`src/sv/at_link_and_frame_parser_defines.svh`:
```
// ----------------------------------------------------------------------------
// at_link_and_frame_parser_defines
// Assertion macros shared by the parser modules.
// ----------------------------------------------------------------------------
`ifndef AT_LINK_AND_FRAME_PARSER_DEFINES_SVH
`define AT_LINK_AND_FRAME_PARSER_DEFINES_SVH
// Implication that is checked outside reset.
`define ALFP_ASSERT_IMP(label, clk, rst_n, ante, cons) \
	label: assert property (@(posedge clk) disable iff (!rst_n) (ante) |-> (cons)) \
		else $error("assertion failed");
// Next-cycle implication that is checked outside reset.
`define ALFP_ASSERT_NXT(label, clk, rst_n, ante, cons) \
	label: assert property (@(posedge clk) disable iff (!rst_n) (ante) |=> (cons)) \
		else $error("assertion failed");
`endif

```
`src/sv/alfp_pkg.sv`:
```
// ----------------------------------------------------------------------------
// alfp_pkg
// Shared types and constants of the modem link and frame parser.
// ----------------------------------------------------------------------------
`default_nettype none
package alfp_pkg;
	localparam int MAX_DIGITS = 9;
	localparam int DIG_W = $clog2(MAX_DIGITS + 1);
	localparam int QDEPTH = 2;

	localparam logic [1:0] K_CMD    = 2'd0;
	localparam logic [1:0] K_PUMP   = 2'd1;
	localparam logic [1:0] K_EHDR   = 2'd2;
	localparam logic [1:0] K_EFRAME = 2'd3;

	localparam logic       OP_BYTE = 1'b0;
	localparam logic       OP_TICK = 1'b1;

	localparam logic       REG_DEVICE = 1'b0;
	localparam logic       REG_DELAY  = 1'b1;

	localparam logic [7:0] CH_START = 8'h23;
	localparam logic [7:0] CH_END   = 8'h24;
	localparam logic [7:0] CH_ZERO  = 8'd48;
	localparam logic [7:0] CH_NINE  = 8'd57;
	localparam logic [7:0] CH_CR    = 8'h0d;
	localparam logic [7:0] CH_LF    = 8'h0a;
	localparam logic [7:0] DEV_RESET = 8'd66;
	localparam logic [3:0] DLY_RESET = 4'd3;

	typedef struct packed {
		logic [1:0] kind;
		logic [2:0] command_index;
		logic       pump_on;
	} res_t;

	typedef struct packed {
		logic       op;
		logic [7:0] rx_byte;
	} item_t;
endpackage
`default_nettype wire

```
`src/sv/alfp_if.sv`:
```
// ----------------------------------------------------------------------------
// alfp_if
// Valid/ready channel interfaces for input items, results and config writes.
// ----------------------------------------------------------------------------
`default_nettype none
interface alfp_in_if;
	logic       valid;
	logic       ready;
	logic       op;
	logic [7:0] rx_byte;
	modport source(output valid, op, rx_byte, input ready);
	modport sink(input valid, op, rx_byte, output ready);
endinterface

interface alfp_out_if;
	logic       valid;
	logic       ready;
	logic [1:0] kind;
	logic [2:0] command_index;
	logic       pump_on;
	modport source(output valid, kind, command_index, pump_on, input ready);
	modport sink(input valid, kind, command_index, pump_on, output ready);
endinterface

interface alfp_cfg_if;
	logic       valid;
	logic       ready;
	logic       index;
	logic [7:0] data;
	modport source(output valid, index, data, input ready);
	modport sink(input valid, index, data, output ready);
endinterface
`default_nettype wire

```
`src/sv/alfp_front.sv`:
```
// ----------------------------------------------------------------------------
// alfp_front
// Accepts items and runs the link/frame state; posts at most one result each.
// ----------------------------------------------------------------------------
`default_nettype none
`include "at_link_and_frame_parser_defines.svh"
module alfp_front (
	input  wire logic                 clk,
	input  wire logic                 arst_n,
	input  wire logic                 in_valid,
	output logic                      in_ready,
	input  wire alfp_pkg::item_t      in_item,
	input  wire logic [7:0]           device_code,
	input  wire logic [3:0]           error_delay_ticks,
	input  wire logic                 q_full,
	output logic                      push,
	output alfp_pkg::res_t            push_res
);
	logic [2:0] step_q;
	logic       linked_q, pend_q, errw_q, dend_q;
	logic [4:0] rm_q;
	logic [3:0] ph_q, dly_q;
	logic [7:0] dev_q, data_q, xor_q, chk_q;
	logic [alfp_pkg::DIG_W-1:0] dcnt_q;

	logic [2:0] step_d;
	logic       linked_d, pend_d, errw_d, dend_d;
	logic [4:0] rm_d;
	logic [3:0] ph_d, dly_d;
	logic [7:0] dev_d, data_d, xor_d, chk_d;
	logic [alfp_pkg::DIG_W-1:0] dcnt_d;
	logic       emit;
	alfp_pkg::res_t r;
	logic [7:0] b, dm;
	logic [1:0] rep;
	logic [11:0] mul;

	function automatic logic [7:0] closed_ch(input logic [2:0] i);
		unique case (i)
			3'd0: closed_ch = 8'h43;
			3'd1: closed_ch = 8'h4c;
			3'd2: closed_ch = 8'h4f;
			3'd3: closed_ch = 8'h53;
			3'd4: closed_ch = 8'h45;
			3'd5: closed_ch = 8'h44;
			default: closed_ch = alfp_pkg::CH_CR;
		endcase
	endfunction

	assign in_ready = !q_full;
	wire acc = in_valid && in_ready;

	always_comb begin
		step_d = step_q; linked_d = linked_q; pend_d = pend_q; errw_d = errw_q;
		dend_d = dend_q; rm_d = rm_q; ph_d = ph_q; dly_d = dly_q; dev_d = dev_q;
		data_d = data_q; xor_d = xor_q; chk_d = chk_q; dcnt_d = dcnt_q;
		emit = 1'b0; r = '0; b = in_item.rx_byte; rep = 2'd0;
		dm = data_q - alfp_pkg::CH_ZERO;
		mul = {4'd0, chk_q} * 12'd10 + {4'd0, b - alfp_pkg::CH_ZERO};
		if (in_item.op == alfp_pkg::OP_TICK) begin
			if (dly_q != 4'd0) dly_d = dly_q - 4'd1;
			if (dly_d == 4'd0 && errw_q) begin
				errw_d = 1'b0; emit = 1'b1; r.kind = alfp_pkg::K_EFRAME;
			end
		end else if (!linked_q) begin
			rm_d = 5'd0;
			priority case (1'b1)
				rm_q == 5'd1: rm_d = (b == 8'h52) ? 5'd2 : 5'd0;
				rm_q == 5'd2: rm_d = (b == 8'h52) ? 5'd3 : 5'd0;
				rm_q == 5'd3: rm_d = (b == 8'h4f) ? 5'd4 : 5'd0;
				rm_q == 5'd4: if (b == 8'h52) rep = 2'd2;
				rm_q == 5'd10: rm_d = (b == 8'h4b) ? 5'd11 : 5'd0;
				rm_q == 5'd11: rm_d = (b == alfp_pkg::CH_CR) ? 5'd12 : 5'd0;
				rm_q == 5'd12: if (b == alfp_pkg::CH_LF) rep = 2'd1;
				rm_q >= 5'd20 && rm_q <= 5'd25:
					rm_d = (b == closed_ch(3'(rm_q - 5'd19))) ? rm_q + 5'd1 : 5'd0;
				rm_q == 5'd26: if (b == alfp_pkg::CH_LF) rep = 2'd2;
				default: begin
					if (b == 8'h4f) rm_d = 5'd10;
					if (b == 8'h45 && step_q != 3'd3) rm_d = 5'd1;
					if (b == 8'h43) rm_d = 5'd20;
				end
			endcase
			if (rep == 2'd1) begin
				if (step_q >= 3'd4) begin
					linked_d = 1'b1; ph_d = 4'd0; pend_d = 1'b0;
				end else begin
					step_d = step_q + 3'd1; pend_d = 1'b1;
				end
			end else if (rep == 2'd2) pend_d = 1'b1;
		end else begin
			priority case (1'b1)
				ph_q == 4'd1: begin dev_d = b; xor_d = b; ph_d = 4'd2; end
				ph_q == 4'd2: begin
					data_d = b; xor_d = xor_q ^ b; chk_d = '0; dcnt_d = '0;
					dend_d = 1'b0; ph_d = 4'd3;
				end
				ph_q == 4'd3: begin
					if (b != alfp_pkg::CH_END) begin
						if (dcnt_q < alfp_pkg::DIG_W'(alfp_pkg::MAX_DIGITS)) begin
							dcnt_d = dcnt_q + 1'b1;
							if (!dend_q) begin
								if (b >= alfp_pkg::CH_ZERO && b <= alfp_pkg::CH_NINE)
									chk_d = mul[7:0];
								else dend_d = 1'b1;
							end
						end
					end else begin
						ph_d = 4'd0;
						if (dev_q == device_code) begin
							emit = 1'b1;
							if (xor_q != chk_q || dm > 8'd1) begin
								dly_d = error_delay_ticks; errw_d = 1'b1;
								r.kind = alfp_pkg::K_EHDR;
							end else begin
								r.kind = alfp_pkg::K_PUMP; r.pump_on = dm[0];
							end
						end
					end
				end
				ph_q >= 4'd4 && ph_q <= 4'd9:
					ph_d = (b == closed_ch(3'(ph_q - 4'd3))) ? ph_q + 4'd1 : 4'd0;
				ph_q == 4'd10: begin
					ph_d = 4'd0;
					if (b == alfp_pkg::CH_LF) begin
						linked_d = 1'b0; step_d = 3'd0; pend_d = 1'b1; rm_d = 5'd0;
					end
				end
				default: begin
					ph_d = 4'd0;
					if (b == 8'h43) ph_d = 4'd4;
					if (b == alfp_pkg::CH_START) ph_d = 4'd1;
				end
			endcase
		end
		if (!emit && !linked_d && pend_d) begin
			pend_d = 1'b0; emit = 1'b1;
			r.kind = alfp_pkg::K_CMD; r.command_index = step_d;
		end
	end

	assign push = acc && emit;
	assign push_res = r;

	always_ff @(posedge clk or negedge arst_n) begin
		if (!arst_n) begin
			step_q <= '0; linked_q <= 1'b0; pend_q <= 1'b1; errw_q <= 1'b0;
			dend_q <= 1'b0; rm_q <= '0; ph_q <= '0; dly_q <= '0; dev_q <= '0;
			data_q <= '0; xor_q <= '0; chk_q <= '0; dcnt_q <= '0;
		end else if (acc) begin
			step_q <= step_d; linked_q <= linked_d; pend_q <= pend_d; errw_q <= errw_d;
			dend_q <= dend_d; rm_q <= rm_d; ph_q <= ph_d; dly_q <= dly_d; dev_q <= dev_d;
			data_q <= data_d; xor_q <= xor_d; chk_q <= chk_d; dcnt_q <= dcnt_d;
		end
	end

	`ALFP_ASSERT_IMP(a_step_range, clk, arst_n, 1'b1, step_q <= 3'd4)
	`ALFP_ASSERT_IMP(a_dcnt_cap, clk, arst_n, 1'b1,
		dcnt_q <= alfp_pkg::DIG_W'(alfp_pkg::MAX_DIGITS))
	`ALFP_ASSERT_NXT(a_no_acc_hold, clk, arst_n, !acc, $stable(step_q) && $stable(ph_q))
endmodule
`default_nettype wire

```
`src/sv/alfp_back.sv`:
```
// ----------------------------------------------------------------------------
// alfp_back
// Result queue feeding the output channel; front and back stall separately.
// ----------------------------------------------------------------------------
`default_nettype none
`include "at_link_and_frame_parser_defines.svh"
module alfp_back (
	input  wire logic            clk,
	input  wire logic            arst_n,
	input  wire logic            push,
	input  wire alfp_pkg::res_t  push_res,
	output logic                 full,
	output logic                 out_valid,
	input  wire logic            out_ready,
	output alfp_pkg::res_t       out_res
);
	localparam int AW = $clog2(alfp_pkg::QDEPTH);
	alfp_pkg::res_t mem_q [alfp_pkg::QDEPTH];
	logic [AW-1:0] wp_q, rp_q;
	logic [AW:0]   cnt_q;

	wire pop = out_valid && out_ready;
	assign full = cnt_q == (AW+1)'(alfp_pkg::QDEPTH);
	assign out_valid = cnt_q != '0;
	assign out_res = mem_q[rp_q];

	always_ff @(posedge clk) begin
		if (push) mem_q[wp_q] <= push_res;
	end

	always_ff @(posedge clk or negedge arst_n) begin
		if (!arst_n) begin
			wp_q <= '0; rp_q <= '0; cnt_q <= '0;
		end else begin
			if (push) wp_q <= wp_q + 1'b1;
			if (pop) rp_q <= rp_q + 1'b1;
			cnt_q <= cnt_q + (AW+1)'(push) - (AW+1)'(pop);
		end
	end

	`ALFP_ASSERT_IMP(a_no_overflow, clk, arst_n, full, !push)
	`ALFP_ASSERT_NXT(a_cnt_grow, clk, arst_n, push && !pop, cnt_q == $past(cnt_q) + 1'b1)
	`ALFP_ASSERT_NXT(a_cnt_shrink, clk, arst_n, pop && !push, cnt_q == $past(cnt_q) - 1'b1)
endmodule
`default_nettype wire

```
`src/sv/at_link_and_frame_parser.sv`:
```
// ----------------------------------------------------------------------------
// at_link_and_frame_parser
// Modem link bring-up and control-frame parser.
// ----------------------------------------------------------------------------
// channel  dir  fields
// in       in   op, rx_byte
// out      out  kind, command_index, pump_on
// cfg      in   index (0 device_code, 1 error_delay_ticks), data
// One item per cycle; its result enters a two-entry queue in the same edge.
// Input stalls only when that queue is full; output is the queue head.
// Reset: setup step 0 with first command pending, device 'B', delay 3.
// Config writes are always taken.
`default_nettype none
module at_link_and_frame_parser (
	input  wire logic    clk,
	input  wire logic    arst_n,
	alfp_in_if.sink      in,
	alfp_out_if.source   out,
	alfp_cfg_if.sink     cfg
);
	logic [7:0] dev_q;
	logic [3:0] dly_q;
	logic full, push;
	alfp_pkg::res_t push_res, out_res;
	alfp_pkg::item_t item;

	assign cfg.ready = 1'b1;
	always_ff @(posedge clk or negedge arst_n) begin
		if (!arst_n) begin
			dev_q <= alfp_pkg::DEV_RESET; dly_q <= alfp_pkg::DLY_RESET;
		end else if (cfg.valid) begin
			unique case (cfg.index)
				alfp_pkg::REG_DEVICE: dev_q <= cfg.data;
				alfp_pkg::REG_DELAY:  dly_q <= cfg.data[3:0];
				default: ;
			endcase
		end
	end

	assign item.op = in.op;
	assign item.rx_byte = in.rx_byte;

	alfp_front u_front (
		.clk(clk), .arst_n(arst_n), .in_valid(in.valid), .in_ready(in.ready),
		.in_item(item), .device_code(dev_q), .error_delay_ticks(dly_q),
		.q_full(full), .push(push), .push_res(push_res)
	);

	alfp_back u_back (
		.clk(clk), .arst_n(arst_n), .push(push), .push_res(push_res), .full(full),
		.out_valid(out.valid), .out_ready(out.ready), .out_res(out_res)
	);

	assign out.kind = out_res.kind;
	assign out.command_index = out_res.command_index;
	assign out.pump_on = out_res.pump_on;
endmodule
`default_nettype wire
```
`src/flat_wrapper.sv`:
```
// flat-port wrapper written by rule: the top's interface ports become plain ports
module at_link_and_frame_parser_flat 
  (clk, arst_n, in_valid, in_op, in_rx_byte, in_ready, out_valid, out_kind, out_command_index, out_pump_on, out_ready, cfg_valid, cfg_index, cfg_data, cfg_ready);
  alfp_in_if in_i ();
  alfp_out_if out_i ();
  alfp_cfg_if cfg_i ();
  input  wire logic clk;
  input  wire logic arst_n;
  input wire logic [$bits(in_i.valid)-1:0] in_valid;
  input wire logic [$bits(in_i.op)-1:0] in_op;
  input wire logic [$bits(in_i.rx_byte)-1:0] in_rx_byte;
  output wire logic [$bits(in_i.ready)-1:0] in_ready;
  output wire logic [$bits(out_i.valid)-1:0] out_valid;
  output wire logic [$bits(out_i.kind)-1:0] out_kind;
  output wire logic [$bits(out_i.command_index)-1:0] out_command_index;
  output wire logic [$bits(out_i.pump_on)-1:0] out_pump_on;
  input wire logic [$bits(out_i.ready)-1:0] out_ready;
  input wire logic [$bits(cfg_i.valid)-1:0] cfg_valid;
  input wire logic [$bits(cfg_i.index)-1:0] cfg_index;
  input wire logic [$bits(cfg_i.data)-1:0] cfg_data;
  output wire logic [$bits(cfg_i.ready)-1:0] cfg_ready;
  assign in_i.valid = in_valid;
  assign in_i.op = in_op;
  assign in_i.rx_byte = in_rx_byte;
  assign in_ready = in_i.ready;
  assign out_valid = out_i.valid;
  assign out_kind = out_i.kind;
  assign out_command_index = out_i.command_index;
  assign out_pump_on = out_i.pump_on;
  assign out_i.ready = out_ready;
  assign cfg_i.valid = cfg_valid;
  assign cfg_i.index = cfg_index;
  assign cfg_i.data = cfg_data;
  assign cfg_ready = cfg_i.ready;
  at_link_and_frame_parser u_core (.clk(clk), .arst_n(arst_n), .in(in_i), .out(out_i), .cfg(cfg_i));
endmodule
```
`config.mk`:
```
export PLATFORM = sky130hd
export DESIGN_NAME = at_link_and_frame_parser_flat
export DESIGN_NICKNAME = d
export VERILOG_FILES = /design/src/sv/alfp_pkg.sv /design/src/sv/alfp_if.sv /design/src/sv/alfp_front.sv /design/src/sv/alfp_back.sv /design/src/sv/at_link_and_frame_parser.sv /design/src/flat_wrapper.sv
export VERILOG_INCLUDE_DIRS = /design/src /design/src/sv
export SDC_FILE = /design/constraint.sdc
export NUM_CORES = 1
export LEC_CHECK = 0
export ABC_AREA = 1
export CAP_MARGIN = 20
export CORE_MARGIN = 3
export CORE_UTILIZATION = 55
export DETAILED_ROUTE_END_ITERATION = 8
export DONT_BUFFER_PORTS = 1
export PLACE_DENSITY = 0.74
export SKIP_CTS_REPAIR_TIMING = 1
export SLEW_MARGIN = 0
export SYNTH_ARGS = -nofsm -noshare
export SYNTH_HDL_FRONTEND = slang
export SYNTH_SLANG_ARGS = --single-unit
export TNS_END_PERCENT = 10
```
`constraint.sdc`:
```
create_clock -name clk -period 6.5 [get_ports clk]
set_clock_uncertainty 0.2 [all_clocks]
set_input_delay 0.325 -clock clk [delete_from_list [all_inputs] [get_ports clk]]
set_output_delay 0.325 -clock clk [all_outputs]
set_load 0.01 [all_outputs]
```
; Word-level counts from Yosys, hierarchy flattened
; Memory sizes are Yosys's and may differ from the RTL's.
; Index checks and enable logic that the tools add are counted.
[word_totals]
memories = 1
ram_bits = 12
elab_cells = 306
reg_bits = 72
out_inout_bits = 9
[mem_list]
columns = name, depth, width, read_ports, rd_clocked_by_memory_dff, write_ports, line_no
row1 = u_core.u_back.mem_q, 2, 6, 1, 0, 1, alfp_back.sv:18  ; alfp_pkg::res_t mem_q [alfp_pkg::QDEPTH];
[classes]
n_addsub = 14
bitwise = 4
mux = 167
n_eq_ne = 51
reduce_logical = 41
mul = 1
order_cmp = 9
[op_table]
columns = cell, n
row1 = 8-bit two-way mux, 24
row2 = 4-bit two-way mux, 28
row3 = 5-bit two-way mux, 20
row4 = 7-bit one-hot mux with 6 select lines, 2
row5 = 1-bit two-way mux, 57
row6 = 2-bit two-way mux, 24
row7 = "8-bit by 7-bit equality test with 1-bit output, second input constant", 5
row8 = 3-bit two-way mux, 12
row9 = 8-bit equality test, 3
row10 = 2-bit nonzero test, 12
row11 = 9-bit AND reduction, 2
row12 = "8-bit by 4-bit equality test with 1-bit output, second input constant", 2
row13 = 8-bit AND reduction, 2
row14 = "8-bit by 6-bit subtractor with 8-bit output, second input constant", 2
row15 = "5-bit by 4-bit equality test with 1-bit output, second input constant", 3
row16 = "2-bit != test, second input constant", 7
row17 = "3-bit by 2-bit equality test with 1-bit output, second input constant", 4
row18 = "3-bit equality test, second input constant", 4
row19 = "5-bit by 2-bit equality test with 1-bit output, second input constant", 2
row20 = 1-bit logical AND, 10
row21 = 5-bit AND reduction, 2
row22 = "4-bit by 1-bit adder with 4-bit output, second input constant", 2
row23 = 8-bit adder, 1
row24 = "4-bit by 2-bit equality test with 1-bit output, second input constant", 2
row25 = other kinds (41), 55

; Depth between registers and ports, before layout
[depth]
word_depth = 24
ltp_mapped = 18

; Cells and area by module
; A second synthesis with hierarchy kept.
[hier_totals]
hier_cells = 746
area_unflattened_um2 = 5790.6
[by_module_without_submodules]
columns = mod, n_inst, seq_area_each_um2, cells_each, area_per_inst_um2
row1 = alfp_front, 1, 1402.6, 631, 4614.4
row2 = alfp_back, 1, 460.4, 61, 679.4
row3 = at_link_and_frame_parser, 1, 305.3, 54, 496.7

; Least setup slack after synthesis
; No wires, ideal clock.
[synth_path]
kind = reg2reg
from = register u_core.u_front.chk_q[1]
to = register u_core.u_front.chk_q[7]
setup_slack_ps = 3660
path_buffers = 0
t_required_ps = 6179
arrival_time_ps = 2519
stages_incl_launch_ff = 10
setup_ps = 121
path_cell_list = dfrtp_1 > ha_1 > ha_1 > fa_1 > ha_1 > ha_1 > a21o_1 > a21oi_1 > xor2_1 > o21ai_2
[synth_via]
elab_chain_cells = 8
[synth_rtl]
columns = item, line_no
row1 = "start, declared", alfp_front.sv:23  ; logic [7:0] dev_q, data_q, xor_q, chk_q;
row2 = "start signal, assigned", alfp_front.sv:153  ; data_q <= data_d; xor_q <= xor_d; chk_q <= chk_d; dcnt_q <= dcnt_d;
row3 = 8-bit by 3-bit multiplier with 7-bit output, alfp_front.sv:59  ; mul = {4'd0, chk_q} * 12'd10 + {4'd0, b - alfp_pkg::CH_ZERO};
row4 = 8-bit adder, alfp_front.sv:59
row5 = 8-bit two-way mux, alfp_front.sv:103  ; if (b >= alfp_pkg::CH_ZERO && b <= alfp_pkg::CH_NINE)
row6 = 8-bit two-way mux, alfp_front.sv:102  ; if (!dend_q) begin
row7 = 8-bit two-way mux, alfp_front.sv:100  ; if (dcnt_q < alfp_pkg::DIG_W'(alfp_pkg::MAX_DIGITS)) begin
row8 = 8-bit two-way mux, alfp_front.sv:99  ; if (b != alfp_pkg::CH_END) begin
row9 = 8-bit two-way mux (2 in series), alfp_front.sv:92  ; priority case (1'b1)
; No other way between the ends. The select of a mux whose other input is x is not followed.
; A chain may end at the register's enable or synchronous reset.

; Worst setup path in the final report
; Ends and elaborated chain as after synthesis.

==> impl_metrics.ini <==
[critical_path]
critPathKind = reg2reg
start_kind = register
cp.buffers_inverters = 0
crit_top_cell = ha_1
critPathTopFamily = adder cells
cp_data_required_time_ns = 6.56
path_max_fanout = 4
cp.arrival_ns = 3.06
crit_path_cell_trace = ha_1 > ha_1 > fa_1 > ha_1 > ha_1 > a21o_1 > a21oi_1 > xor2_1 > o21ai_2
end_kind = register
cp_slowest_cell = dfrtp_1
slowest_delay_ns = 0.44

[floorplanning]
die_h_um = 108
die_x_um = 108
row_count = 36
boundaryPins = 32
start_util = 0.578
core_um2 = 10000
dieArea_um2 = 11800

[synthesis]
yosys_register_bits = 84
syn_area_um2 = 5780
post_synth_num_cell_types = 44
ys_top_cells_by_area = dfrtp_1 (29%), nand2_1 (15%), ha_1 (8.4%)
syn_nets = 826
yosysTopAreaCell = dfrtp_1
syn_inst = 762
ys.flop_type = dfrtp_1
synth_top_area_share = 0.290
ys_seq_area_frac = 0.375
synth_edf_count = 12
yosysWarnings = 0
async_reset_ff_frac = 0.857
synth_area_per_cell_um2 = 7.58

[cells_and_area]
n_antenna_cell = 0
ff_latch_area_um2 = 2170
n_fill_cell = 896
multi_input_area_um2 = 3170
drive_above_1_share = 0.0874
synthToLayoutAreaGrowth_pct = 7.84
nets = 837

[job]
cap_viol_max_count = 0

[sta]
hold_viol = 3
drv_slew = 0
finalCritPeriodShare = 0.461
tightest_slew_ns = 0.700
relSlewSlack = 0.532
rsz0062_at_grt = no
max_freq_mhz = 334
layout_setup_ws_ns = 3.51
setup_viol = 0
tns_ns = 0
hold_slack_ns = -0.0158
finalCriticalPeriod_ns = 2.99

[grt]
grt_antenna_before_repair = 0
grt_pass1_vias = 4649
grt-ovfl-total = 0
grt_pass1_wl_mm = 22.2
gr-usage-all-layers = 0.238
grt_start_max_net_pins = 73

[clocking]
cts_tree = yes
clock-sinks = 84
clk_path_buf_depth = 2
cts_buffers = 9
path_clk_slew_ns = 0.10
root_buffer = clkbuf_8
clock_latency_ns = 0.37
h-tree-depth = 3

[outcome]
violations = negative hold slack
status = finished, violations left

[drt]
drt_iter0_drc = 342
viasPerCell = 5.27
routedWlPerCell_um = 14.4
drt-total-wl_mm = 13.1
drc = 0
ant_nets = 0
num_vias = 4804
dr.pass1.iters = 5

[placed_design]
port_buffers = 0
pre_cts_ws_ns = 3.52
hpwlAfterDp_mm = 9.94
gp_congestion = 0.906

[power_and_ir_drop]
irDropWorstVdd_v = 0.000153
leakagePower_nw = 3.13
power.density_nw_per_um2 = 300

[worst_hold_path]
min_path_type = in2reg
==> worst min-delay path, delay by kind of cell <==
kind	cells	cell delay, ns
AO/OA/AOI/OAI	1	0.06
AND/OR/NAND/NOR	3	0.12
==> synthesized netlist by cell type, drive strengths merged, types with 2 or more instances <==
| cell type | instances |
|---|---|
| xor2 | 24 |
| dfrtp | 67 |
| edfxtp | 12 |
| nor4 | 5 |
| nand3b | 2 |
| o31ai | 3 |
| mux2 | 4 |
| nand2 | 233 |
| ha | 39 |
| xnor2 | 21 |
| buf | 8 |
| nor3b | 2 |
| nor2 | 79 |
| dfstp | 5 |
| fa | 2 |
| o21bai | 2 |
| nand4 | 8 |
| o21ai | 62 |
| a21oi | 18 |
| inv | 98 |
| nor3 | 12 |
| nand3 | 42 |
| clkbuf | 6 |
==> cell families (layout without fill, tap and decap cells) <==
| group | Yosys count | in the layout | synth area share |
|---|---|---|---|
| buf+inv | 112 | 128 | 0.0760 |
| xor+xnor | 45 | 45 | 0.0695 |
| fa+ha+maj | 41 | 41 | 0.0914 |
| mux | 4 | 4 | 0.00780 |
| simple gates | 386 | 386 | 0.294 |
| other cells | 1 | 1 | 0.000649 |
| compound gates | 89 | 89 | 0.0853 |
| flops | 84 | 84 | 0.375 |
==> sequential cells by signal, indices dropped and copies added (netlist names), 2 cells and up <==
name	count
u_core.dev_q	8
u_core.dly_q	4
u_core.u_back.cnt_q	2
u_core.u_back.mem_q	12
u_core.u_front.chk_q	8
u_core.u_front.data_q	8
u_core.u_front.dcnt_q	4
u_core.u_front.dev_q	8
u_core.u_front.dly_q	4
u_core.u_front.ph_q	4
u_core.u_front.rm_q	5
u_core.u_front.step_q	3
u_core.u_front.xor_q	8
==> power by group <==
| part | leakage [nW] | switching [W] | total (W) | internal [W] |
|---|---|---|---|---|
| Combinational | 2.00 | 0.000436 | 0.000717 | 0.000282 |
| Clock | 0.103 | 0.000225 | 0.000378 | 0.000153 |
| Sequential | 1.02 | 0.000101 | 0.000774 | 0.000672 |
| Total | 3.13 | 0.000762 | 0.00187 | 0.00111 |
==> through the flow <==
step / total power (W) / hold WS (ns) / cell area (um^2) / cells / utilization
final: 0.00187 / -0.0158 / 6230 / 911 / 0.623
after global routing: 0.00202 / 0.00512 / 6230 / 911 / 0.623
after CTS: 0.00186 / -0.584 / 6070 / 897 / 0.607
after detailed placement: 0.00148 / -0.168 / 5870 / 881 / 0.587
after global placement: 0.00144 / -0.168 / 5870 / 881 / 0.587
after floorplan: 0.00133 / -0.171 / 5780 / 762 / -
==> layout by cell type (no fill, tap or decap), types with 8 or more instances in the layout <==
master and instances:
nand2_1 225, nor2_1 68, xor2_1 23, nor3_1 10
clkbuf_8 9, inv_2 9, ha_1 39, xnor2_1 21
inv_1 89, dlygate4sd3_1 13, o21ai_0 48, edfxtp_1 12
dfrtp_1 67, a21oi_1 18, nand4_1 8, nand3_1 40
==> worst paths after layout <==
path	from	to	slack, ns	cells after the start
max	u_core.u_front.chk_q[1]	u_core.u_front.chk_q[7]	3.51	9
min	in_op	u_core.u_front.dly_q[0]	-0.02	4
max reg2reg	u_core.u_front.chk_q[1]	u_core.u_front.chk_q[7]	3.51	9
min reg2reg	u_core.u_back.wp_q	u_core.u_back.wp_q	0.29	2
max in group asynchronous	arst_n	u_core.u_front.pend_q	5.48	2
min in group asynchronous	arst_n	u_core.dly_q[3]	0.28	2
==> layer usage <==
layer / up-vias / track usage / share of wire
met5: - / 0 / 0
met4: 0 / 0.0640 / 0.014
met3: 16 / 0.0501 / 0.051
met2: 105 / 0.386 / 0.46
met1: 2244 / 0.325 / 0.48
li1: 2439 / - / -
==> cell type report <==
cell class,count,share of cell area
Clock inverter,7,0.0122
Clock buffer,9,0.0199
Sequential cell,84,0.348
Inverter,98,0.0590
Tap cell,133,0.0267
Timing Repair Buffer,14,0.0253
Multi-Input combinational cell,566,0.509
No activity file was read; power rests on OpenSTA's default activity.
